<file path="config.mk">
export PLATFORM = sky130hd
export DESIGN_NAME = joystick_differential_drive_mixer_unit
export DESIGN_NICKNAME = d
export VERILOG_FILES = /design/src/hdl/jddm_pkg.sv /design/src/hdl/joystick_differential_drive_mixer_unit.sv
export SDC_FILE = /design/constraint.sdc
export NUM_CORES = 1
export LEC_CHECK = 0
export BUFFER_PORTS_ARGS = -buffer_cell sky130_fd_sc_hd__buf_2
export CORE_MARGIN = 4
export CORE_UTILIZATION = 58
export DETAILED_ROUTE_END_ITERATION = 8
export GPL_TIMING_DRIVEN = 0
export PLACE_DENSITY = 0.88
export SYNTH_ARGS = -nofsm -noshare
export SYNTH_HDL_FRONTEND = slang
export SYNTH_SLANG_ARGS = --single-unit
</file>
<file path="constraint.sdc">
create_clock -name clk -period 6.07 [get_ports clk]
set_input_delay 0 -clock clk [delete_from_list [all_inputs] [get_ports clk]]
set_output_delay 0 -clock clk [all_outputs]
set_load 0.02 [all_outputs]
</file>
<file path="src/hdl/jddm_pkg.sv">
// Shared types, field widths and codes for the joystick differential drive mixer.
`default_nettype none

package jddm_pkg;

	localparam int SAMPLE_W = 12;
	localparam int DB_W     = 8;
	localparam int SUM_W    = 18;
	localparam int COUNT_W  = 6;
	localparam int PHASE_W  = 2;
	localparam int DIR_W    = 2;
	localparam int DUTY_W   = 12;
	localparam int CUT_W    = 7;
	localparam int IN_W     = 32;
	localparam int OUT_W    = 32;

	localparam logic [PHASE_W-1:0] PH_WAIT  = 2'd0;
	localparam logic [PHASE_W-1:0] PH_CAL   = 2'd1;
	localparam logic [PHASE_W-1:0] PH_DRIVE = 2'd2;

	localparam logic [DIR_W-1:0] DIR_IDLE = 2'd0;
	localparam logic [DIR_W-1:0] DIR_FWD  = 2'd1;
	localparam logic [DIR_W-1:0] DIR_REV  = 2'd2;

	localparam logic [DB_W-1:0]   DB_RESET = 8'd10;
	localparam logic [DUTY_W-1:0] DUTY_MAX = 12'd4095;
	localparam logic [CUT_W-1:0]  CUT_TOP  = 7'd100;

	typedef logic [SAMPLE_W-1:0] sample_t;

	typedef struct packed {
		logic    button;
		sample_t y_sample;
		sample_t x_sample;
	} report_t;

	typedef struct packed {
		logic [DUTY_W-1:0]  right_duty;
		logic [DUTY_W-1:0]  left_duty;
		logic [DIR_W-1:0]   direction;
		logic [PHASE_W-1:0] phase;
	} result_t;

endpackage

`default_nettype wire

</file>
<file path="src/hdl/joystick_differential_drive_mixer_unit.sv">
// Joystick mixer: center calibration, dead band and differential duty with a bit-serial divider.
//
//   channel | dir | fields (lsb first)                       | beat when
//   s_      | in  | x_sample, y_sample, button               | s_tvalid & s_tready
//   m_      | out | phase, direction, left_duty, right_duty  | m_tvalid & m_tready
//   cfg_    | in  | dead_band                                | cfg_we
//
// A waiting or calibrating report goes straight to emit; the last calibration report
// adds two divisions of the sums. A driving report runs up to three divisions
// (x ramp, y ramp, duty cut) on the restoring divider that yields one quotient
// bit per cycle and serves all five divisions. Reset clears the control state;
// a result held by a stalled m_ side blocks s_ only once the next result waits to emit.
`default_nettype none

module joystick_differential_drive_mixer_unit #(
	parameter int CAL_SAMPLES = 50,
	parameter int FULL_SCALE  = 4095
) (
	input  wire logic                        clk,
	input  wire logic                        arst_n,
	input  wire logic                        s_tvalid,
	output logic                             s_tready,
	input  wire logic [jddm_pkg::IN_W-1:0]   s_tdata,   // x_sample, y_sample, button
	output logic                             m_tvalid,
	input  wire logic                        m_tready,
	output logic [jddm_pkg::OUT_W-1:0]       m_tdata,   // phase, direction, left_duty, right_duty
	input  wire logic                        cfg_we,
	input  wire logic [jddm_pkg::DB_W-1:0]   cfg_wdata
);
	import jddm_pkg::*;

	localparam int FS_W     = $clog2(FULL_SCALE + 1);
	localparam int DEN_W    = (FS_W > SAMPLE_W) ? FS_W : SAMPLE_W;
	localparam int NUM_W    = SAMPLE_W + FS_W;
	localparam int HI_W     = ((FS_W > SAMPLE_W + 1) ? FS_W : SAMPLE_W + 1) + 1;
	localparam int K_RAMP_X = FS_W;
	localparam int K_RAMP_Y = CUT_W;
	localparam int K_CUT    = DUTY_W;
	localparam int K_CAL    = SUM_W;
	localparam int K_MAX    = (FS_W > SUM_W) ? FS_W : SUM_W;
	localparam int CNT_W    = $clog2(K_MAX + 1);
	localparam int REP_W    = $bits(report_t);

	localparam logic [2:0] S_IDLE = 3'd0;
	localparam logic [2:0] S_PREP = 3'd1;
	localparam logic [2:0] S_LOAD = 3'd2;
	localparam logic [2:0] S_DIV  = 3'd3;
	localparam logic [2:0] S_POST = 3'd4;
	localparam logic [2:0] S_EMIT = 3'd5;

	localparam logic [1:0] ST_CX   = 2'd0;
	localparam logic [1:0] ST_CY   = 2'd1;
	localparam logic [1:0] ST_RAMP = 2'd2;
	localparam logic [1:0] ST_CUT  = 2'd3;

	localparam logic [DEN_W-1:0] FS_D = DEN_W'(FULL_SCALE);
	localparam logic [HI_W-1:0]  FS_E = HI_W'(FULL_SCALE);

	// control state
	logic [2:0]         state_q;
	logic [1:0]         step_q;
	logic               axis_q;
	logic               down_q;
	logic               hi_side_q;
	logic [PHASE_W-1:0] phase_q;
	logic [PHASE_W-1:0] shown_q;
	logic [COUNT_W-1:0] count_q;
	logic [SUM_W-1:0]   x_sum_q;
	logic [SUM_W-1:0]   y_sum_q;
	sample_t            x_centre_q;
	sample_t            y_centre_q;
	logic [DIR_W-1:0]   dir_q;
	logic [DB_W-1:0]    dead_band_q;
	logic               m_valid_q;
	logic [CNT_W-1:0]   cnt_q;

	// datapath
	sample_t            x_q;
	sample_t            y_q;
	sample_t            num_q;
	logic [DEN_W-1:0]   den_q;
	logic [DUTY_W-1:0]  duty_q;
	logic [CUT_W-1:0]   cut_q;
	logic [DUTY_W-1:0]  left_q;
	logic [DUTY_W-1:0]  right_q;
	logic [DEN_W-1:0]   rem_q;
	logic [NUM_W-1:0]   dq_q;
	logic [DEN_W-1:0]   d_q;
	result_t            out_q;

	report_t            in_w;
	logic               accept;
	logic [COUNT_W-1:0] count_nx;

	sample_t            v;
	sample_t            c;
	logic [SAMPLE_W:0]  hi;
	sample_t            lo;
	logic [HI_W-1:0]    hi_e;
	logic [HI_W-1:0]    den_e;
	sample_t            up_num;
	logic               go_up;
	logic               go_down;
	logic               up_sat;

	logic [NUM_W-1:0]   mul_a;
	logic [NUM_W-1:0]   mul_b;
	logic [NUM_W-1:0]   prod;
	logic [DEN_W-1:0]   ld_rem;
	logic [NUM_W-1:0]   ld_dq;
	logic [DEN_W-1:0]   ld_d;
	logic [CNT_W-1:0]   ld_cnt;

	logic [DEN_W:0]     trial;
	logic [DEN_W:0]     diff;
	logic               ge;
	logic [DEN_W-1:0]   rem_nx;
	logic [NUM_W-1:0]   dq_nx;

	logic [DEN_W-1:0]   q_den;
	logic [DEN_W-1:0]   x_raw;
	logic [DUTY_W-1:0]  x_duty;
	logic [CUT_W-1:0]   cut_post;
	logic [DUTY_W-1:0]  red;

	assign in_w     = report_t'(s_tdata[REP_W-1:0]);
	assign s_tready = (state_q == S_IDLE);
	assign accept   = s_tvalid & s_tready;
	assign count_nx = count_q + COUNT_W'(1);
	assign m_tvalid = m_valid_q;
	assign m_tdata  = OUT_W'(out_q);

	// dead band compare and ramp operands for the selected axis
	always_comb begin
		v       = axis_q ? y_q : x_q;
		c       = axis_q ? y_centre_q : x_centre_q;
		hi      = {1'b0, c} + (SAMPLE_W + 1)'(dead_band_q);
		lo      = c - SAMPLE_W'(dead_band_q);
		hi_e    = HI_W'(hi);
		den_e   = FS_E - hi_e;
		up_num  = v - hi[SAMPLE_W-1:0];
		go_up   = ({1'b0, v} > hi);
		go_down = (c >= SAMPLE_W'(dead_band_q)) && (v < lo);
		up_sat  = (FS_E <= hi_e) || (DEN_W'(up_num) >= den_e[DEN_W-1:0]);
	end

	// divider load: one shared multiplier, then split at the quotient width
	always_comb begin
		mul_a = NUM_W'(num_q);
		mul_b = axis_q ? NUM_W'(CUT_TOP) : NUM_W'(FULL_SCALE);
		if (step_q == ST_CUT) begin
			mul_a = NUM_W'(duty_q);
			mul_b = NUM_W'(cut_q);
		end
		prod = mul_a * mul_b;
		unique case (step_q)
			ST_CX: begin
				ld_rem = DEN_W'(NUM_W'(x_sum_q) >> K_CAL);
				ld_dq  = NUM_W'(x_sum_q) << (NUM_W - K_CAL);
				ld_d   = DEN_W'(CAL_SAMPLES);
				ld_cnt = CNT_W'(K_CAL);
			end
			ST_CY: begin
				ld_rem = DEN_W'(NUM_W'(y_sum_q) >> K_CAL);
				ld_dq  = NUM_W'(y_sum_q) << (NUM_W - K_CAL);
				ld_d   = DEN_W'(CAL_SAMPLES);
				ld_cnt = CNT_W'(K_CAL);
			end
			ST_RAMP: begin
				if (axis_q) begin
					ld_rem = DEN_W'(prod >> K_RAMP_Y);
					ld_dq  = prod << (NUM_W - K_RAMP_Y);
					ld_cnt = CNT_W'(K_RAMP_Y);
				end else begin
					ld_rem = DEN_W'(prod >> K_RAMP_X);
					ld_dq  = prod << (NUM_W - K_RAMP_X);
					ld_cnt = CNT_W'(K_RAMP_X);
				end
				ld_d = den_q;
			end
			ST_CUT: begin
				ld_rem = DEN_W'(prod >> K_CUT);
				ld_dq  = prod << (NUM_W - K_CUT);
				ld_d   = DEN_W'(CUT_TOP);
				ld_cnt = CNT_W'(K_CUT);
			end
			default: begin
				ld_rem = '0;
				ld_dq  = '0;
				ld_d   = '0;
				ld_cnt = '0;
			end
		endcase
	end

	// one restoring step
	always_comb begin
		trial  = {rem_q, dq_q[NUM_W-1]};
		diff   = trial - {1'b0, d_q};
		ge     = (trial >= {1'b0, d_q});
		rem_nx = ge ? diff[DEN_W-1:0] : trial[DEN_W-1:0];
		dq_nx  = {dq_q[NUM_W-2:0], ge};
	end

	// quotient post-processing
	always_comb begin
		q_den    = dq_q[DEN_W-1:0];
		x_raw    = (state_q == S_POST) ? (down_q ? FS_D - q_den : q_den) : FS_D;
		x_duty   = (x_raw > DEN_W'(DUTY_MAX)) ? DUTY_MAX : x_raw[DUTY_W-1:0];
		cut_post = down_q ? CUT_TOP - dq_q[CUT_W-1:0] : dq_q[CUT_W-1:0];
		red      = duty_q - dq_q[DUTY_W-1:0];
	end

	always_ff @(posedge clk or negedge arst_n) begin
		if (!arst_n) begin
			state_q     <= S_IDLE;
			step_q      <= ST_CX;
			axis_q      <= 1'b0;
			down_q      <= 1'b0;
			hi_side_q   <= 1'b0;
			phase_q     <= PH_WAIT;
			shown_q     <= PH_WAIT;
			count_q     <= '0;
			x_sum_q     <= '0;
			y_sum_q     <= '0;
			x_centre_q  <= '0;
			y_centre_q  <= '0;
			dir_q       <= DIR_IDLE;
			dead_band_q <= DB_RESET;
			m_valid_q   <= 1'b0;
			cnt_q       <= '0;
		end else begin
			if (cfg_we) begin
				dead_band_q <= cfg_wdata;
			end
			if (m_valid_q && m_tready && state_q != S_EMIT) begin
				m_valid_q <= 1'b0;
			end
			unique case (state_q)
				S_IDLE: begin
					if (accept) begin
						if (phase_q == PH_DRIVE) begin
							shown_q <= PH_DRIVE;
							axis_q  <= 1'b0;
							state_q <= S_PREP;
						end else if (phase_q == PH_CAL || in_w.button) begin
							shown_q <= PH_CAL;
							phase_q <= PH_CAL;
							x_sum_q <= x_sum_q + SUM_W'(in_w.x_sample);
							y_sum_q <= y_sum_q + SUM_W'(in_w.y_sample);
							count_q <= count_nx;
							if (count_nx >= COUNT_W'(CAL_SAMPLES)) begin
								step_q  <= ST_CX;
								state_q <= S_LOAD;
							end else begin
								state_q <= S_EMIT;
							end
						end else begin
							shown_q <= PH_WAIT;
							state_q <= S_EMIT;
						end
					end
				end
				S_PREP: begin
					if (!axis_q) begin
						if (go_up) begin
							dir_q  <= DIR_FWD;
							down_q <= 1'b0;
							if (up_sat) begin
								axis_q <= 1'b1;
							end else begin
								step_q  <= ST_RAMP;
								state_q <= S_LOAD;
							end
						end else if (go_down) begin
							dir_q   <= DIR_REV;
							down_q  <= 1'b1;
							step_q  <= ST_RAMP;
							state_q <= S_LOAD;
						end else begin
							axis_q <= 1'b1;
						end
					end else begin
						if (go_up) begin
							hi_side_q <= 1'b1;
							down_q    <= 1'b0;
							step_q    <= up_sat ? ST_CUT : ST_RAMP;
							state_q   <= S_LOAD;
						end else if (go_down) begin
							hi_side_q <= 1'b0;
							down_q    <= 1'b1;
							step_q    <= ST_RAMP;
							state_q   <= S_LOAD;
						end else begin
							state_q <= S_EMIT;
						end
					end
				end
				S_LOAD: begin
					cnt_q   <= ld_cnt;
					state_q <= S_DIV;
				end
				S_DIV: begin
					cnt_q <= cnt_q - CNT_W'(1);
					if (cnt_q == CNT_W'(1)) begin
						state_q <= S_POST;
					end
				end
				S_POST: begin
					unique case (step_q)
						ST_CX: begin
							x_centre_q <= dq_q[SAMPLE_W-1:0];
							step_q     <= ST_CY;
							state_q    <= S_LOAD;
						end
						ST_CY: begin
							y_centre_q <= dq_q[SAMPLE_W-1:0];
							phase_q    <= PH_DRIVE;
							state_q    <= S_EMIT;
						end
						ST_RAMP: begin
							if (!axis_q) begin
								axis_q  <= 1'b1;
								state_q <= S_PREP;
							end else begin
								step_q  <= ST_CUT;
								state_q <= S_LOAD;
							end
						end
						ST_CUT: begin
							state_q <= S_EMIT;
						end
						default: begin
							state_q <= S_IDLE;
						end
					endcase
				end
				S_EMIT: begin
					if (!m_valid_q || m_tready) begin
						m_valid_q <= 1'b1;
						state_q   <= S_IDLE;
					end
				end
				default: begin
					state_q <= S_IDLE;
				end
			endcase
		end
	end

	always_ff @(posedge clk) begin
		unique case (state_q)
			S_IDLE: begin
				if (accept) begin
					x_q     <= in_w.x_sample;
					y_q     <= in_w.y_sample;
					left_q  <= '0;
					right_q <= '0;
				end
			end
			S_PREP: begin
				num_q <= go_up ? up_num : v;
				den_q <= go_up ? den_e[DEN_W-1:0] : DEN_W'(lo);
				if (!axis_q) begin
					duty_q <= (go_up && up_sat) ? x_duty : '0;
				end else begin
					left_q  <= duty_q;
					right_q <= duty_q;
					if (go_up && up_sat) begin
						cut_q <= CUT_TOP;
					end
				end
			end
			S_LOAD: begin
				rem_q <= ld_rem;
				dq_q  <= ld_dq;
				d_q   <= ld_d;
			end
			S_DIV: begin
				rem_q <= rem_nx;
				dq_q  <= dq_nx;
			end
			S_POST: begin
				if (step_q == ST_RAMP) begin
					if (!axis_q) begin
						duty_q <= x_duty;
					end else begin
						cut_q <= cut_post;
					end
				end else if (step_q == ST_CUT) begin
					if (hi_side_q) begin
						right_q <= red;
					end else begin
						left_q <= red;
					end
				end
			end
			S_EMIT: begin
				if (!m_valid_q || m_tready) begin
					out_q.phase      <= shown_q;
					out_q.direction  <= dir_q;
					out_q.left_duty  <= left_q;
					out_q.right_duty <= right_q;
				end
			end
			default: begin
			end
		endcase
	end

endmodule

`default_nettype wire

</file>
# Yosys cells after proc, flatten, opt, wreduce, memory -nomap -nowiden
# Cells that the tools add are included.
[op_classes] addsub=12 multipliers=1 n_div=0 n_lt_le_gt_ge=8 n_eq_ne=34 n_shift=0 muxes=94 bitwise=3 n_reduce_logical=33
[op_table] cell="two-way mux 12 bit" count=24
[op_table] cell="one-hot mux 12 bit (3 select lines)" count=4
[op_table] cell="one-hot mux 24 bit (4 select lines)" count=1
[op_table] cell="one-hot mux 12 bit (2 select lines)" count=2
[op_table] cell="one-hot mux 24 bit (2 select lines)" count=1
[op_table] cell="adder 18 x 12 -> 18 bit" count=2
[op_table] cell="two-way mux 2 bit" count=18
[op_table] cell="two-way mux 3 bit" count=12
[op_table] cell="subtractor 12 bit" count=3
[op_table] cell="two-way mux 7 bit" count=5
[op_table] cell="multiplier 24 x 24 -> 24 bit" count=1
[op_table] cell="two-way mux 24 bit" count=1
[op_table] cell="subtractor 12 bit, first input constant" count=2
[op_table] cell="!= test 2 bit, second input constant" count=11
[op_table] cell="one-hot mux 3 bit (6 select lines)" count=1
[op_table] cell="two-way mux 1 bit" count=16
[op_table] cell="one-hot mux 5 bit (3 select lines)" count=1
[op_table] cell="AND reduction 5 bit" count=3
[op_table] cell="!= test 2 x 1 -> 1 bit, second input constant" count=7
[op_table] cell="one-hot mux 7 bit (2 select lines)" count=1
[op_table] cell="adder 12 x 8 -> 13 bit" count=1
[op_table] cell=">= comparator 13 x 12 -> 1 bit" count=1
[op_table] cell="> comparator 12 x 13 -> 1 bit" count=1
[op_table] cell="<= comparator 12 x 13 -> 1 bit, first input constant" count=1
[op_table] cell="other kinds (39)" count=65
[word_totals] ff_bits=261 latch_bits=0 ramBits=0 romBits=0 out_inout_bits=34 memories=0

# Longest topological paths before layout
# Gate-level depths: netlist of the first run.
[logic_depth] ltp_word=9 mapped_depth=30

# Least setup slack after synthesis of the first run
# OpenSTA, ideal clock, no wires.
[synth_timing] kind="register to register" startpoint="reg axis_q" endpoint="reg cut_q[0], enable pin" setup_ps=373 t_arrival_ps=5889 required_time_ps=5697 slack_ps=-192 stages_incl_launch_ff=30 path_buffers=4 period_less_slack_ps=6262 cell_sequence="dfrtp_1 buf_6 clkbuf_1 buf_1 clkbuf_1 mux2i_1 inv_1 ha_1 fa_1 nand2b_4 a211oi_1 o21ai_0 nand2_1 xnor2_1 inv_1 ha_1 a21o_1 a21o_1 a221oi_1 o21bai_1 a21oi_1 xnor2_1 ha_1 and4_1 o211ai_1 a31oi_1 nor3_1 o41ai_4 nand3_1 a21oi_1"
[synth_between] elab_chain_cells=8 elab_cells_between_ends=14 classes_between="add/sub: 3; order compare: 3; eq/ne: 3; mux: 2; reduce/logical: 3"
[synth_lines] element="start: declaration" line_no="joystick_differential_drive_mixer_unit.sv:62" source="logic axis_q;"
[synth_lines] element="start signal: assignment" line_no="joystick_differential_drive_mixer_unit.sv:218" source="axis_q <= 1'b0;"
[synth_lines] element="start signal: assignment" line_no="joystick_differential_drive_mixer_unit.sv:244" source="axis_q <= 1'b0;"
[synth_lines] element="start signal: assignment" line_no="joystick_differential_drive_mixer_unit.sv:270" source="axis_q <= 1'b1;"
[synth_lines] element="two-way mux 12 bit" line_no="joystick_differential_drive_mixer_unit.sv:136" source="c = axis_q ? y_centre_q : x_centre_q;"
[synth_lines] element="adder 12 x 8 -> 13 bit" line_no="joystick_differential_drive_mixer_unit.sv:137" source="hi = {1'b0, c} + (SAMPLE_W + 1)'(dead_band_q);"
[synth_lines] element="subtractor 12 bit, on equally long branches" line_no="joystick_differential_drive_mixer_unit.sv:141, joystick_differential_drive_mixer_unit.sv:140"
[synth_lines] element=">= comparator 12 bit" line_no="joystick_differential_drive_mixer_unit.sv:144" source="up_sat = (FS_E <= hi_e) || (DEN_W'(up_num) >= den_e[DEN_W-1:0]);"
[synth_lines] element="logical OR 1 bit" line_no="joystick_differential_drive_mixer_unit.sv:144"
[synth_lines] element="logical AND 1 bit" line_no="joystick_differential_drive_mixer_unit.sv:369" source="if (go_up && up_sat) begin"
[synth_lines] element="!= test 2 bit (no source line)"
[synth_lines] element="AND reduction 5 bit (no source line) *"
[synth_lines] element="end signal: assignment" line_no="joystick_differential_drive_mixer_unit.sv:388" source="cut_q <= cut_post;"
[synth_lines] element="end: declaration" line_no="joystick_differential_drive_mixer_unit.sv:83" source="logic [CUT_W-1:0] cut_q;"
# Every way passes the cells marked *; elsewhere a longest branch is shown, timed or not.
# A chain may end at the register's enable or synchronous reset.

# Worst setup path after layout of the first run
[layout_timing] startpoint="reg step_q[1]" endpoint="reg rem_q[7] (data pin)"
[layout_between] elab_chain_cells=6 elab_cells_between_ends=11 classes_between="mul: 1; eq/ne: 3; mux: 5; reduce/logical: 2"
[layout_lines] element="start: declaration" line_no="joystick_differential_drive_mixer_unit.sv:61" source="logic [1:0] step_q;"
[layout_lines] element="start signal: assignment" line_no="joystick_differential_drive_mixer_unit.sv:287" source="step_q <= up_sat ? ST_CUT : ST_RAMP;"
[layout_lines] element="== test 2 bit" line_no="joystick_differential_drive_mixer_unit.sv:151, joystick_differential_drive_mixer_unit.sv:156"
[layout_lines] element="two-way mux 12 bit" line_no="joystick_differential_drive_mixer_unit.sv:151" source="if (step_q == ST_CUT) begin"
[layout_lines] element="multiplier 24 x 24 -> 24 bit" line_no="joystick_differential_drive_mixer_unit.sv:155" source="prod = mul_a * mul_b;"
[layout_lines] element="two-way mux 12 bit" line_no="joystick_differential_drive_mixer_unit.sv:170" source="if (axis_q) begin"
[layout_lines] element="one-hot mux 12 bit (3 select lines) *" line_no="joystick_differential_drive_mixer_unit.sv:156" source="unique case (step_q)"
[layout_lines] element="one-hot mux 12 bit (2 select lines) *" line_no="joystick_differential_drive_mixer_unit.sv:352" source="unique case (state_q)"
[layout_lines] element="end signal: assignment" line_no="joystick_differential_drive_mixer_unit.sv:375" source="rem_q <= ld_rem;"
[layout_lines] element="end signal: assignment" line_no="joystick_differential_drive_mixer_unit.sv:380" source="rem_q <= rem_nx;"
[layout_lines] element="end: declaration" line_no="joystick_differential_drive_mixer_unit.sv:86" source="logic [DEN_W-1:0] rem_q;"
# Marked as above.

==> reports/results.txt, run 1 <==
CP Cell Sequence: and2_4 -> nor2_4 -> buf_6 -> buf_8 -> nand2_1 -> inv_4 -> fa_1 -> fa_1 -> fa_1 -> fa_1 -> inv_1 -> fa_1 -> inv_1 -> ha_2 -> a21oi_2 -> nand3_1 -> a41oi_2 -> nor2_2 -> a31o_2 -> buf_4 -> xor2_1 -> nand3_1 -> a31oi_1
PortBufs: 67
Syn-to-layout area delta: 17.7%
Via count: 16,500
Worst Path Arrival: 6510 ps
Setup crit start kind: flop
CTS tree: yes
Register bit total from synthesis: 261
DR iter-0 viols: 1,972
Max_slew headroom: 0.125
WHS Path Cells: 4
Die height: 193 µm
Htree depth: 1
Max Cap Violations: 0
Buf+Inv Stages, Crit Path: 6
First-pass GRT wire length: 86.0 mm
Avg Inst Size Synth: 9.99 µm²
Top cell by count, worst path: fa_1
Routed vias/inst: 6.23
Status: finished with violations
Top Ports: 79
Hold crit path type: input port to flop
Worst setup margin: -52.6 ps
Register area share after synthesis: 0.372
Later-pin clock latency in the skew report: 550 ps
Worst-margin pin slew: 1310 ps
Max incr delay on CP: 550 ps
RR Endpoint: rem_q[7]
TNS Setup: -175 ps
DP HPWL: 39.9 mm
Worst Hold Launch: cfg_we
Routed WL: 57.7 mm
Remaining Overflow, GRT: 0
Initial antenna violation count: 2
Number of global-route vias before repair: 16,500
Cell Rows: 67
Async S/R FF share, synth: 0.360
Period minus WS final: 6120 ps
Yosys Warn Count: 0
Clk sinks: 261
All-Layer GR Usage: 0.292
Antenna fix cells: 0
Gpl congestion: 1.02
DIE AREA: 0.0372 mm²
Synthesized cell area: 0.0198 mm²
Register-to-register setup slack: -50 ps
Setup violations, final: 10
Setup CP Type: flop to flop
Post-synth EDFFs: 167
Final slew viol count: 0
Final hold violations: 0
Clock skew: 23.0 ps
Wire per inst: 21.8 µm
Crit path max fanout: 7
Detailed Routing Iterations Pass 1: 6
CTS clock-pin slew for the worst setup and hold paths: 60 ps
Starting Density: 0.589
Clock buffer count from CTS: 28
FF-to-FF Start: step_q[1]
Clock Path Buffers: 3
Nets: 2,500
Cell family with the largest share of critical-path delay: adder cells
FF-to-FF path depth: 23
Die Wd: 193 µm
Synthesized instance count: 1,983
Clock root buffer: clkbuf_16
Hold endpoint: dead_band_q[3]
Most used DFF post-synth: edfxtp_1
Failing checks: negative setup slack
Fin crit share: 1.01
F_max: 163 MHz
Layout cells sized above 1: 0.170
Placeable core area: 0.0336 mm²
Synth cell types: 88
Crit. End Element: flop
Routed Antenna Nets: 0
Remaining DRCs: 0
Req. time, crit path: 6450 ps
Largest net degree at the start of global routing: 70
Slowest CP cell: fa_1
==> sequential cells by signal, indices dropped and copies added (netlist names), 18 cells and up <==
| name | cells |
|---|---|
| m_tdata | 28 |
| x_sum_q | 18 |
| dq_q | 24 |
| y_sum_q | 18 |
==> repair_timing <==
item                       4_1_cts  5_1_grt
hold endpoints to repair       137        0
gates resized for setup         75       86
setup endpoints to repair       68       31
gates cloned                     0        5
setup buffers                   15       43
pin swaps                       13       47
hold buffers                    42        0
==> worst max path at each step <==
stage                          from          to  slack (ps)  cells past startpoint
after floorplan              axis_q  duty_q[10]          20                     30
after global placement       axis_q   duty_q[5]       -1640                     30
after detailed placement     axis_q   duty_q[5]       -1780                     30
after CTS                 step_q[1]   rem_q[11]         0.6                     22
after global routing      step_q[1]    rem_q[7]        -220                     23
final                     step_q[1]    rem_q[7]         -50                     23
==> cell usage after synthesis (all sizes together) (6+ instances only) <==
library cell  count  area share
nand2           237       0.045
inv             220       0.042
edfxtp          167        0.25
ha              167        0.11
o21ai           136       0.035
nor2            115       0.022
fa              103        0.10
a21oi           102       0.028
dfrtp            92        0.12
xnor2            80       0.036
clkbuf           54       0.010
mux2             45       0.026
mux2i            42       0.021
a21o             39       0.015
nand3            36      0.0091
xor2             33       0.015
and2             26      0.0082
nor3             25      0.0066
buf              22      0.0067
nand2b           22      0.0073
a31oi            21      0.0069
nor2b            20      0.0067
o21a             13      0.0049
and3             12      0.0038
o211ai           12      0.0045
or3              12      0.0038
a211oi           11      0.0047
nand4            11      0.0035
o22ai            10      0.0032
o21bai            9      0.0036
o31ai             8      0.0030
a21boi            7      0.0027
a2111oi           6      0.0052
==> stage by stage <==
stage / hold slack (ps) / utilization / cell area [µm²] / instances / setup WS (ps)
after floorplan: -296 / - / 19800 / 1986 / 16.0
after global placement: 202 / 0.617 / 20700 / 2501 / -1640
after detailed placement: -62.7 / 0.619 / 20800 / 2505 / -1780
after CTS: 27.1 / 0.670 / 22500 / 2608 / 0.615
after global routing: 90.0 / 0.693 / 23300 / 2654 / -224
final: 36.2 / 0.693 / 23300 / 2654 / -52.6
==> tightest hold or removal path, cell delays in order <==
cell and delay, ps:
buf_2 160, clkbuf_1 230, nand2_1 100, o21ai_0 80
==> layout by cell type, fill, tap and decap left out, types with 25 or more instances in the layout <==
master         synthesis  layout
nand2_1              237     221
ha_1                 167     152
clkbuf_1              54      42
a21oi_1               90      84
buf_4                  4      59
dlygate4sd3_1          0      41
a21o_1                39      36
nand3_1               36      35
and2_1                26      25
nor2_1               112     108
xor2_1                33      32
mux2i_1               41      39
inv_1                220     210
edfxtp_1             167     167
o21ai_0              129     122
buf_2                  4      70
fa_1                 103     100
dfrtp_1               92      92
clkbuf_16              0      35
mux2_2                44      43
xnor2_1               79      76
==> final cells by class <==
cell class,instances,area (µm²)
plain buffers,69,459
clock buffers,34,744
clock inverters,17,134
fillers,2232,10300
inverters,221,836
multi-input cells,1428,11800
flip-flops and latches,261,7370
well taps,448,561
repair buffers,176,1430
==> logic make-up (layout without fill, tap and decap cells) <==
group | Yosys count | after routing | share of synthesized area
other | 1 | 4 | 0.000189
muxes | 87 | 87 | 0.0470
buffers and inverters | 297 | 517 | 0.0588
xor gates and xnor gates | 113 | 113 | 0.0504
and+or+nand+nor | 536 | 536 | 0.124
adders and majority gates | 271 | 271 | 0.210
DFF | 261 | 261 | 0.372
AOI/OAI and AO/OA | 417 | 417 | 0.137
==> layer usage <==
metal,GRT usage,share of wire,vias to the layer above
met5,0,0.00014,-
met4,0.122,0.056,2
met3,0.0581,0.097,240
met2,0.498,0.48,1113
met1,0.364,0.36,7952
li1,-,-,7240
Power of run 1 is left out: the tool's default activity adds up to more than one toggle a clock period on the data nets, which glitch-free logic cannot reach.
==> inputs of run 2 (changes only) <==
- CORE_MARGIN: 4 -> not set
- GPL_TIMING_DRIVEN: 0 -> not set
==> run 2 against run 1 <==
Critical path depth fell by 1. Critical endpoint is now cut_q[6]. Non-clock buffer count fell by 28. Fmax rose by 3.4%. Global-route usage rose by 0.63 points. The run now ends clean. Clock-buffer cell count fell by 1.
==> reports/results.txt, run 2 (synthesized netlist as in run 1, its figures left out) <==
PortBufs: 67 (unchanged)
Worst Path Arrival: 6130 ps (was 6510 ps)
Worst-margin pin slew: 1190 ps (was 1310 ps)
Die Wd: 187 µm (was 193 µm)
DP HPWL: 38.1 mm (was 39.9 mm)
Max_slew headroom: 0.206 (was 0.125)
Non-filler cells, final: 2,629 (was 2,654)
Setup CP Type: flop to flop (unchanged)
Starting Density: 0.591 (was 0.589)
Fillers: 2,423 (was 2,232)
Detailed Routing Iterations Pass 1: 6 (unchanged)
Clk sinks: 261 (unchanged)
DIE AREA: 0.0349 mm² (was 0.0372 mm²)
First-pass GRT wire length: 82.8 mm (was 86.0 mm)
Htree depth: 1 (unchanged)
TNS Setup: 0 ps (was -175 ps)
Gpl congestion: 0.992 (was 1.02)
Cells after DPL: 2,516 (was 2,505)
Crit path max fanout: 8 (was 7)
DR iter-0 viols: 1,439 (was 1,972)
Global routing usage on met3: 0.0333 (was 0.0581)
Die height: 187 µm (was 193 µm)
Placeable core area: 0.0335 mm² (was 0.0336 mm²)
Slowest CP cell: fa_1 (unchanged)
Clock root buffer: clkbuf_16 (unchanged)
Clock skew: 21.9 ps (was 23.0 ps)
Routed vias/inst: 5.94 (was 6.23)
Remaining Overflow, GRT: 0 (unchanged)
Status: completed (was finished with violations)
Via count: 15,600 (was 16,500)
Period minus WS final: 5920 ps (was 6120 ps)
CP Cell Sequence: buf_4 -> mux2_2 -> fa_1 -> nand2b_4 -> a211oi_1 -> o41a_4 -> nor2_4 -> nor3_1 -> xnor2_1 -> inv_1 -> ha_1 -> nor4b_1 -> a211oi_1 -> o211ai_1 -> ha_1 -> and4_1 -> o211ai_1 -> a31oi_1 -> nor3_2 -> o41ai_4 -> nand3_1 -> a21oi_4 (was and2_4 -> nor2_4 -> buf_6 -> buf_8 -> nand2_1 -> inv_4 -> fa_1 -> fa_1 -> fa_1 -> fa_1 -> inv_1 -> fa_1 -> inv_1 -> ha_2 -> a21oi_2 -> nand3_1 -> a41oi_2 -> nor2_2 -> a31o_2 -> buf_4 -> xor2_1 -> nand3_1 -> a31oi_1)
Routed Antenna Nets: 0 (unchanged)
Later-pin clock latency in the skew report: 550 ps (about the same)
CTS tree: yes (unchanged)
Final hold slack: 181 ps (was 36.2 ps)
F_max: 169 MHz (was 163 MHz)
Number of global-route vias before repair: 16,100 (was 16,500)
Met2 GRT Util: 0.520 (was 0.498)
Routed WL: 51.9 mm (was 57.7 mm)
Most used routing layer: met2 (unchanged)
CTS clock-pin slew for the worst setup and hold paths: 60 ps (about the same)
Layout cells sized above 1: 0.164 (was 0.170)
Hold crit path type: input port to flop (unchanged)
Commonest cells after routing, fill and taps aside: nand2_1, inv_1, edfxtp_1 (unchanged)
Wire per inst: 19.8 µm (was 21.8 µm)
Syn-to-layout area delta: 16.2% (was 17.7%)
Final slew viol count: 0 (unchanged)
Crit. End Element: flop (unchanged)
Global Route met1 Usage: 0.387 (was 0.364)
Nets: 2,472 (was 2,500)
Flip-flop count of the largest register after layout: 28 (unchanged)
Most common cell after layout, fill and taps aside: nand2_1 (unchanged)
Design area: 0.0230 mm² (was 0.0233 mm²)
Clock Path Buffers: 3 (unchanged)
Buf+Inv Stages, Crit Path: 2 (was 6)
Placed Area: 0.0211 mm² (was 0.0208 mm²)
Setup crit start kind: flop (unchanged)
Max incr delay on CP: 510 ps (was 550 ps)
Largest net degree at the start of global routing: 71 (was 70)
Fin crit share: 0.975 (was 1.01)
Cell family with the largest share of critical-path delay: compound AO/OA/AOI/OAI gates (was adder cells)
Initial antenna violation count: 1 (was 2)
Max Cap Violations: 0 (unchanged)
All-Layer GR Usage: 0.298 (was 0.292)
Clock buffer count from CTS: 28 (unchanged)
Remaining DRCs: 0 (unchanged)
Req. time, crit path: 6280 ps (was 6450 ps)
Top Ports: 79 (unchanged)
Cell Rows: 67 (unchanged)
Final hold violations: 0 (unchanged)
Setup violations, final: 0 (was 10)
## run 2: worst register-to-register path, cell delays in order (launching register included)
cell and delay [ps]:
dfrtp_2 470, buf_4 210, mux2_2 450, fa_1 520, nand2b_4 110, a211oi_1 100
o41a_4 400, nor2_4 160, nor3_1 90, xnor2_1 310, inv_1 80, ha_1 370
nor4b_1 180, a211oi_1 250, o211ai_1 210, ha_1 350, and4_1 230, o211ai_1 100
a31oi_1 210, nor3_2 90, o41ai_4 100, nand3_1 240, a21oi_4 340
## run 2: metal layers
layer / routed length, µm / vias to the layer above / part of all wire
li1: - / 7174 / -
met1: 21300 / 7656 / 0.41
met2: 25500 / 643 / 0.49
met3: 3150 / 135 / 0.061
met4: 1940 / 0 / 0.037
met5: 0 / - / 0
## run 2: path summary, 6_finish.rpt
| path | from | to | slack (ps) | cells after the start |
|---|---|---|---|---|
| setup / recovery | axis_q | cut_q[6] | 150 | 22 |
| hold / removal | s_tdata[4] | x_q[4] | 180 | 2 |
| setup reg to reg | axis_q | cut_q[6] | 150 | 22 |
| hold reg to reg | left_q[1] | m_tdata[5] | 420 | 0 |
| max in group asynchronous | arst_n | count_q[1] | 4690 | 3 |
| min in group asynchronous | arst_n | x_sum_q[9] | 220 | 3 |
## run 2: per-stage QoR
step / util / setup WS [ps]
global placement: 0.631 / 16.4
CTS: 0.678 / 14.9
detailed placement: 0.631 / -84.2
floorplan: - / 16.0
global route: 0.686 / -62.1
finish: 0.686 / 149
## run 2: timing repair
item / 4_1_cts / 5_1_grt
gates cloned: 0 / 1
hold buffers: 52 / 0
pin swaps: 4 / 38
resized for setup: 5 / 56
setup endpoints to repair: 1 / 30
setup buffers: 0 / 6
endpoints found under the hold margin: 74 / 0
## run 2: cell type report
| type | count | area, µm² | area share |
|---|---|---|---|
| diodes | 2 | 5.00 | 0.000218 |
| clock buffers | 33 | 771 | 0.0335 |
| clock inverters | 19 | 249 | 0.0108 |
| inverters | 221 | 830 | 0.0361 |
| multi-input cells | 1428 | 11500 | 0.502 |
| flip-flops and latches | 261 | 7370 | 0.320 |
| well taps | 448 | 561 | 0.0244 |
| repair buffers | 217 | 1680 | 0.0729 |
Power of run 2 is left out for the same reason.
